$ cat src/maf_pkg.sv
// shared constants and types for the moving average filter
// no dependencies; imported by every other file of the block
package maf_pkg;

    localparam int WINDOW_DEF      = 64;
    localparam int SAMPLE_BITS_DEF = 16;

    localparam int SLOT_BITS = 6;
    localparam int SLOT_SPAN = 1 << SLOT_BITS;
    localparam int LEN_BITS  = 7;
    localparam int SUM_BITS  = 23;
    localparam int AVG_BITS  = 16;

    localparam logic [LEN_BITS-1:0] LEN_RESET = LEN_BITS'(64);
    localparam logic [LEN_BITS-1:0] LEN_ONE   = LEN_BITS'(1);

    // saturation limits on the quotient magnitude
    localparam logic [SUM_BITS-1:0] AVG_POS_LIM = SUM_BITS'(32767);
    localparam logic [SUM_BITS-1:0] AVG_NEG_LIM = SUM_BITS'(32768);
    localparam logic [AVG_BITS-1:0] AVG_MAX     = AVG_BITS'(16'h7fff);
    localparam logic [AVG_BITS-1:0] AVG_MIN     = AVG_BITS'(16'h8000);

    typedef struct packed {
        logic                       start;
        logic signed [SUM_BITS-1:0] dividend;
        logic [LEN_BITS-1:0]        divisor;
    } maf_div_req_t;

    typedef struct packed {
        logic busy;
        logic done;
    } maf_div_status_t;

endpackage

$ cat src/moving_average_filter.sv
// moving average filter: one request in, one average out, running sum kept in a register
// requests stall until the last average is loaded; with out_stall low, throughput
// is set by the one-bit-per-cycle divider (23 steps) plus store read and update
// reset: async active low; store entries read as zero through per-slot valid bits cleared
// at once, running sum zero, window_length 64; no clearing pass
// depends on maf_pkg, maf_ram and maf_div
module moving_average_filter
    import maf_pkg::*;
#(
    parameter int WINDOW      = WINDOW_DEF,
    parameter int SAMPLE_BITS = SAMPLE_BITS_DEF
)
(
    input  logic                          clk,
    input  logic                          rst_n,
    input  logic                          cfg_wr_en,
    input  logic [LEN_BITS-1:0]           cfg_wr_data,
    input  logic                          in_valid,
    output logic                          in_stall,
    input  logic [SLOT_BITS-1:0]          slot,
    input  logic signed [SAMPLE_BITS-1:0] sample,
    output logic                          out_valid,
    input  logic                          out_stall,
    output logic signed [AVG_BITS-1:0]    average
);

    // slots above the port range can never be addressed
    localparam int STORE_DEPTH = (WINDOW < SLOT_SPAN) ? WINDOW : SLOT_SPAN;
    localparam int ADDR_W      = (STORE_DEPTH > 1) ? $clog2(STORE_DEPTH) : 1;
    localparam int EXT_W       = (SAMPLE_BITS > SUM_BITS) ? SAMPLE_BITS : SUM_BITS;

    localparam logic [1:0] ST_IDLE   = 2'd0;
    localparam logic [1:0] ST_UPDATE = 2'd1;
    localparam logic [1:0] ST_DIVIDE = 2'd2;

    logic [1:0]                   state_reg, state_next;
    logic [LEN_BITS-1:0]          len_reg;
    logic signed [SUM_BITS-1:0]   sum_reg, sum_next;
    logic [STORE_DEPTH-1:0]       valid_reg;
    logic                         in_range_reg;
    logic                         old_valid_reg;
    logic [ADDR_W-1:0]            addr_reg;
    logic signed [SAMPLE_BITS-1:0] sample_reg;
    logic                         out_valid_reg;
    logic signed [AVG_BITS-1:0]   average_reg;

    logic                         accept;
    logic                         in_range;
    logic [ADDR_W-1:0]            addr;
    logic [SAMPLE_BITS-1:0]       rd_data;
    logic signed [SAMPLE_BITS-1:0] old_sample;
    logic signed [EXT_W-1:0]      wide_sum;
    logic                         store_wr;
    logic                         out_take;
    logic                         out_load;
    maf_div_req_t                 div_req;
    maf_div_status_t              div_stat;
    logic [AVG_BITS-1:0]          div_quo;

    assign accept   = in_valid && (state_reg == ST_IDLE);
    assign in_stall = (state_reg != ST_IDLE);
    assign in_range = (32'(slot) < WINDOW);
    assign addr     = slot[ADDR_W-1:0];

    maf_ram #(
        .WIDTH (SAMPLE_BITS),
        .DEPTH (STORE_DEPTH)
    ) u_store (
        .clk     (clk),
        .wr_en   (store_wr),
        .wr_addr (addr_reg),
        .wr_data (sample_reg),
        .rd_en   (accept),
        .rd_addr (addr),
        .rd_data (rd_data)
    );

    always_comb
    begin
        old_sample = old_valid_reg ? $signed(rd_data) : '0;
        wide_sum   = EXT_W'(sum_reg) - EXT_W'(old_sample) + EXT_W'(sample_reg);
        store_wr   = (state_reg == ST_UPDATE) && in_range_reg;
        sum_next   = store_wr ? wide_sum[SUM_BITS-1:0] : sum_reg;

        div_req.start    = (state_reg == ST_UPDATE);
        div_req.dividend = sum_next;
        div_req.divisor  = (len_reg == '0) ? LEN_ONE : len_reg;
    end

    maf_div u_div (
        .clk      (clk),
        .rst_n    (rst_n),
        .req      (div_req),
        .status   (div_stat),
        .quotient (div_quo)
    );

    assign out_take = out_valid_reg && !out_stall;
    assign out_load = (state_reg == ST_DIVIDE) && div_stat.done
                      && (!out_valid_reg || !out_stall);

    always_comb
    begin
        state_next = state_reg;
        unique case (state_reg)
            ST_IDLE:
            begin
                if (accept)
                begin
                    state_next = ST_UPDATE;
                end
            end
            ST_UPDATE:
            begin
                state_next = ST_DIVIDE;
            end
            ST_DIVIDE:
            begin
                if (out_load)
                begin
                    state_next = ST_IDLE;
                end
            end
            default:
            begin
                state_next = ST_IDLE;
            end
        endcase
    end

    always_ff @(posedge clk or negedge rst_n)
    begin
        if (!rst_n)
        begin
            state_reg     <= ST_IDLE;
            len_reg       <= LEN_RESET;
            sum_reg       <= '0;
            valid_reg     <= '0;
            out_valid_reg <= 1'b0;
        end
        else
        begin
            state_reg <= state_next;
            sum_reg   <= sum_next;
            if (cfg_wr_en)
            begin
                len_reg <= cfg_wr_data;
            end
            if (store_wr)
            begin
                valid_reg[addr_reg] <= 1'b1;
            end
            if (out_load)
            begin
                out_valid_reg <= 1'b1;
            end
            else if (out_take)
            begin
                out_valid_reg <= 1'b0;
            end
        end
    end

    always_ff @(posedge clk)
    begin
        if (accept)
        begin
            in_range_reg  <= in_range;
            old_valid_reg <= in_range && valid_reg[addr];
            addr_reg      <= addr;
            sample_reg    <= sample;
        end
        if (out_load)
        begin
            average_reg <= $signed(div_quo);
        end
    end

    assign out_valid = out_valid_reg;
    assign average   = average_reg;

`ifndef SYNTHESIS
    a_update_follows_accept: assert property (@(posedge clk) disable iff (!rst_n)
        accept |=> (state_reg == ST_UPDATE))
        else $error("update did not follow request accept");
    a_divide_active: assert property (@(posedge clk) disable iff (!rst_n)
        (state_reg == ST_DIVIDE) |-> (div_stat.busy || div_stat.done))
        else $error("waiting on an idle divider");
    a_no_overwrite: assert property (@(posedge clk) disable iff (!rst_n)
        out_load |-> (!out_valid_reg || !out_stall))
        else $error("pending average overwritten");
`endif

endmodule

$ cat src/maf_ram.sv
// generic single-port-write, single-port-read ram with registered read data
// depends on maf_pkg for its default parameters
module maf_ram
    import maf_pkg::*;
#(
    parameter int WIDTH = SAMPLE_BITS_DEF,
    parameter int DEPTH = WINDOW_DEF,
    localparam int ADDR_W = (DEPTH > 1) ? $clog2(DEPTH) : 1
)
(
    input  logic              clk,
    input  logic              wr_en,
    input  logic [ADDR_W-1:0] wr_addr,
    input  logic [WIDTH-1:0]  wr_data,
    input  logic              rd_en,
    input  logic [ADDR_W-1:0] rd_addr,
    output logic [WIDTH-1:0]  rd_data
);

    logic [WIDTH-1:0] mem [DEPTH];

    always_ff @(posedge clk)
    begin
        if (wr_en)
        begin
            mem[wr_addr] <= wr_data;
        end
        if (rd_en)
        begin
            rd_data <= mem[rd_addr];
        end
    end

endmodule

$ cat src/maf_div.sv
// iterative signed divider, one quotient bit per cycle, saturating result
// depends on maf_pkg for widths, limits and the request and status structs
module maf_div
    import maf_pkg::*;
(
    input  logic                clk,
    input  logic                rst_n,
    input  maf_div_req_t        req,
    output maf_div_status_t     status,
    output logic [AVG_BITS-1:0] quotient
);

    localparam int CNT_W = $clog2(SUM_BITS);

    logic                busy_reg, busy_next;
    logic                done_reg, done_next;
    logic                neg_reg, neg_next;
    logic [CNT_W-1:0]    cnt_reg, cnt_next;
    logic [SUM_BITS-1:0] quo_reg, quo_next;
    logic [LEN_BITS-1:0] rem_reg, rem_next;
    logic [LEN_BITS-1:0] dvs_reg, dvs_next;

    logic [LEN_BITS:0]   trial;
    logic                fits;
    logic [SUM_BITS-1:0] magnitude;

    always_comb
    begin
        trial     = {rem_reg, quo_reg[SUM_BITS-1]};
        fits      = (trial >= {1'b0, dvs_reg});
        magnitude = req.dividend[SUM_BITS-1] ? SUM_BITS'(-req.dividend)
                                             : SUM_BITS'(req.dividend);

        busy_next = busy_reg;
        done_next = done_reg;
        neg_next  = neg_reg;
        cnt_next  = cnt_reg;
        quo_next  = quo_reg;
        rem_next  = rem_reg;
        dvs_next  = dvs_reg;

        if (req.start)
        begin
            busy_next = 1'b1;
            done_next = 1'b0;
            neg_next  = req.dividend[SUM_BITS-1];
            cnt_next  = CNT_W'(SUM_BITS - 1);
            quo_next  = magnitude;
            rem_next  = '0;
            dvs_next  = req.divisor;
        end
        else if (busy_reg)
        begin
            // dividend bits shift out the top while quotient bits enter below
            rem_next = fits ? LEN_BITS'(trial - {1'b0, dvs_reg}) : trial[LEN_BITS-1:0];
            quo_next = {quo_reg[SUM_BITS-2:0], fits};
            if (cnt_reg == '0)
            begin
                busy_next = 1'b0;
                done_next = 1'b1;
            end
            else
            begin
                cnt_next = cnt_reg - CNT_W'(1);
            end
        end
    end

    always_ff @(posedge clk or negedge rst_n)
    begin
        if (!rst_n)
        begin
            busy_reg <= 1'b0;
            done_reg <= 1'b0;
            cnt_reg  <= '0;
        end
        else
        begin
            busy_reg <= busy_next;
            done_reg <= done_next;
            cnt_reg  <= cnt_next;
        end
    end

    always_ff @(posedge clk)
    begin
        neg_reg <= neg_next;
        quo_reg <= quo_next;
        rem_reg <= rem_next;
        dvs_reg <= dvs_next;
    end

    always_comb
    begin
        if (neg_reg)
        begin
            quotient = (quo_reg > AVG_NEG_LIM) ? AVG_MIN : AVG_BITS'(-quo_reg);
        end
        else
        begin
            quotient = (quo_reg > AVG_POS_LIM) ? AVG_MAX : quo_reg[AVG_BITS-1:0];
        end
    end

    assign status.busy = busy_reg;
    assign status.done = done_reg;

`ifndef SYNTHESIS
    a_no_start_busy: assert property (@(posedge clk) disable iff (!rst_n)
        req.start |-> !busy_reg)
        else $error("divider started while busy");
    a_busy_done_excl: assert property (@(posedge clk) disable iff (!rst_n)
        !(busy_reg && done_reg))
        else $error("divider busy and done together");
    a_finish: assert property (@(posedge clk) disable iff (!rst_n)
        (busy_reg && cnt_reg == '0 && !req.start) |=> (done_reg && !busy_reg))
        else $error("divider did not finish after last step");
`endif

endmodule
$ cat config.mk
export PLATFORM = sky130hd
export DESIGN_NAME = moving_average_filter
export DESIGN_NICKNAME = d
export VERILOG_FILES = /design/src/maf_pkg.sv /design/src/moving_average_filter.sv /design/src/maf_ram.sv /design/src/maf_div.sv
export SDC_FILE = /design/constraint.sdc
export NUM_CORES = 1
export LEC_CHECK = 0
export BUFFER_PORTS_ARGS = -buffer_cell sky130_fd_sc_hd__clkbuf_2
export CAP_MARGIN = 30
export CELL_PAD_IN_SITES_DETAIL_PLACEMENT = 0
export CELL_PAD_IN_SITES_GLOBAL_PLACEMENT = 1
export CORE_MARGIN = 2
export CORE_UTILIZATION = 50
export CTS_BUF_LIST = sky130_fd_sc_hd__clkbuf_16
export DETAILED_ROUTE_END_ITERATION = 8
export PLACE_DENSITY_LB_ADDON = 0.1
export SYNTH_ARGS = -nofsm -noshare
export SYNTH_HDL_FRONTEND = slang
export SYNTH_SLANG_ARGS = --single-unit
$ cat constraint.sdc
create_clock -name clk -period 5.2 [get_ports clk]
set_clock_uncertainty 0.05 [all_clocks]
set_input_delay 0.78 -clock clk [delete_from_list [all_inputs] [get_ports clk]]
set_output_delay 0.78 -clock clk [all_outputs]
set_load 0.1 [all_outputs]
==> impl_metrics.py <==
metrics = {
    "outcome": {
        "status": "completed",
    },
    "critical_path": {
        "worst-setup-path-type": "flop to flop",
        "critical_path.max_fanout": 34,
        "crit_chain": "and2_1 > ha_1 > inv_1 > ha_1 > fa_1 > a21o_1 > a221oi_4 > o211ai_2 > a2111oi_2 > nand3b_1 > a21oi_1 > or3_1 > buf_4 > o21a_1 > a211o_1",
        "cp_data_arrival_time_ps": 5140,
        "cp.required_ps": 5630,
        "r2r-start": "old_valid_reg$_DFFE_PP_",
        "slowest_stage": "edfxtp_1",
        "worst-path-buf-inv": 2,
        "slowest_delay_ps": 570,
        "r2r_cells": 15,
        "end_kind": "flop",
        "rrSetupSlack_ps": 480,
        "worst_setup_path_start_kind": "flop",
        "crit_top_cell": "ha_1",
        "path_delay_family": "compound AO/OA/AOI/OAI gates",
        "r2r-end": "u_div.quo_reg[3]$_DFFE_PP_",
    },
    "power": {
        "ir_worst_vdd_mv": 0.3961,
        "power_leakage_uw": 0.01942,
        "power_density_nw_per_um2": 490.8,
    },
    "final_layout": {
        "final_cell_area_sq_um": 56690,
        "finish.utilization_pct": 56.85,
        "seq_area_sq_um": 36080,
        "syn_to_final_growth_pct": 13.15,
        "final_cell_mix": "edfxtp_1, mux4_2, inv_1",
        "drive_gt1_share_pct": 28.40,
        "fin_nets": 2836,
        "layout_commonest_cell": "edfxtp_1",
        "largest_reg_flops": 1024,
        "multi_input_area_sq_um": 13110,
        "fill_cells": 7431,
    },
    "clock_network": {
        "clk_latency_ps": 740,
        "cts_buffer_depth": 3,
        "cts_setup_buffers": 0,
        "path_clk_slew_ps": 60,
        "cts_tree": "done",
        "cts_root_buffer": "clkbuf_16",
        "cts_num_sinks": 1221,
        "h-tree-depth": 4,
        "numCtsBuffers": 131,
    },
    "route": {
        "vias": 25180,
        "wl_per_cell_um": 28.78,
        "drc": 0,
        "dr.pass1.iters": 5,
        "routed_wl_um": 119400,
        "drtIter0Drc": 2759,
        "ant_nets": 0,
        "viasPerCell": 6.068,
    },
    "job": {
        "drv_cap": 0,
    },
    "sta": {
        "min_period_ps": 4716,
        "clock.fmax_mhz": 212.1,
        "relSlewSlack_pct": 37.81,
        "slew_violations": 0,
        "period_share_pct": 90.69,
        "setup_viol": 0,
        "grt_setup_unrepaired": "false",
        "hold_violations": 0,
        "tns_ps": 0,
        "tightest_slew_ps": 929.4,
    },
    "yosys": {
        "synth_area_per_cell_sq_um": 19.46,
        "yosys.area.top_type": "edfxtp_1",
        "syn_inst": 2574,
        "synthFlopType": "edfxtp_1",
        "synth-seq-cells": 1221,
        "synth.area.top_cells": "edfxtp_1, mux4_2, dfrtp_1, fa_1, nor2_1",
        "synth_fp_nets": 2666,
        "ys_warn_count": 0,
        "synth_edf_count": 1110,
        "ys_seq_area_share_pct": 72.01,
        "yosysTopAreaCellShare_pct": 66.53,
        "synth_area_sq_um": 50100,
        "ys_async_sr_fraction_pct": 8.518,
        "yosysUniqueCellTypes": 75,
    },
    "min_path": {
        "min_to": "sample_reg[9]$_DFFE_PP_",
        "hp-start": "sample[9]",
        "hold_depth": 1,
        "hold_class": "primary input to flop",
    },
    "place": {
        "dp_hpwl_um": 71380,
        "dpl_cell_area_sq_um": 52510,
        "place.port_buffers": 51,
        "routabilityCongestion": 0.8565,
    },
    "die": {
        "fp-row-count": 116,
        "die_height_um": 320.6,
        "core_sq_um": 99710,
        "start_util_pct": 50.25,
        "dieArea_sq_um": 102800,
        "die_w_um": 320.6,
        "ios": 52,
    },
    "global_routing": {
        "grt_pass1_wl_um": 176300,
        "grt_use_met3_pct": 3.738,
        "grt_max_degree": 67,
        "grt.overflow.total": 0,
        "antenna_found_initial": 5,
        "use_met1_pct": 34.60,
        "groute.usage.overall_pct": 23.87,
        "met2_usage_pct": 38.11,
        "busiest_layer": "met2",
        "grt_pass1_vias": 26040,
    },
}
[metrics by stage]
| stage | setup WS, ps | hold WS [ps] | power (uW) | instances |
|---|---|---|---|---|
| after CTS | 487.6 | 120.6 | 28050 | 4145 |
| after global placement | 556.4 | 396.0 | 18990 | 3907 |
| after floorplan | 263.2 | 383.7 | 17100 | 2574 |
| after detailed placement | 510.2 | 397.7 | 19130 | 3907 |
| after global routing | 44.16 | 139.4 | 29180 | 4147 |
| final | 484.3 | 171.0 | 27820 | 4150 |
[cells in the mapped netlist (all sizes together), types with 10 or more instances]
master and n:
edfxtp 1110, mux4 357, nor2 122, inv 115
dfrtp 103, nand2 88, clkbuf 83, or2 72
o21ai 46, buf 44, a21oi 38, ha 35
nand3 28, and2 24, or3 24, fa 23
xnor2 20, nor3 19, a21o 17, o311ai 15
nand2b 13, nand4 12, nor4 12, a211o 11
a211oi 11, nor3b 10, o211ai 10, o21a 10
[what timing repair did]
action,in CTS,in global routing
endpoints found under the setup margin,0,0
hold buffers,0,1
hold endpoints to repair,0,26
resized for setup,0,0
[layer usage]
layer,vias to the layer above,routed length [um]
li1,10730,-
met1,13510,51830
met2,779,57670
met3,166,7124
met4,0,2800
met5,-,0
[layout make-up]
| type | count | share of cell area, % |
|---|---|---|
| Clock inverter | 103 | 1.335 |
| Timing Repair Buffer | 164 | 2.300 |
| Tap cell | 1298 | 2.865 |
| Antenna cell | 3 | 0.01324 |
| Multi-Input combinational cell | 1110 | 23.12 |
| Clock buffer | 135 | 5.959 |
| Inverter | 116 | 0.7681 |
| Sequential cell | 1221 | 63.64 |
[cells by family (layout without fill, tap and decap cells)]
kind of cell               count (synthesis)  count (layout)  synth area share (%)
muxes                                    368             368                 16.29
AOI/OAI and AO/OA                        204             204                 2.859
other                                      0               3                     0
and+or+nand+nor                          454             454                 4.700
buffers and inverters                    243             518                 1.893
DFF                                     1221            1221                 72.01
adders and majority gates                 58              58                 1.793
xor gates and xnor gates                  26              26                0.4545
[report_power, final]
| group | switching (uW) | internal (uW) |
|---|---|---|
| clock | 3760 | 5120 |
| combinational | 4270 | 2490 |
| sequential | 463 | 11700 |
[worst max-delay path by stage]
stage,from,endpoint,cells past startpoint
detailed placement,old_valid_reg$_DFFE_PP_,u_div.quo_reg[21]$_DFFE_PP_,13
global placement,old_valid_reg$_DFFE_PP_,u_div.quo_reg[3]$_DFFE_PP_,14
global route,old_valid_reg$_DFFE_PP_,u_div.quo_reg[20]$_DFFE_PP_,14
floorplan,sample_reg[15]$_DFFE_PP_,u_div.quo_reg[3]$_DFFE_PP_,15
CTS,old_valid_reg$_DFFE_PP_,u_div.quo_reg[2]$_DFFE_PP_,15
finish,old_valid_reg$_DFFE_PP_,u_div.quo_reg[3]$_DFFE_PP_,15
(Power assumes the default switching activity.)
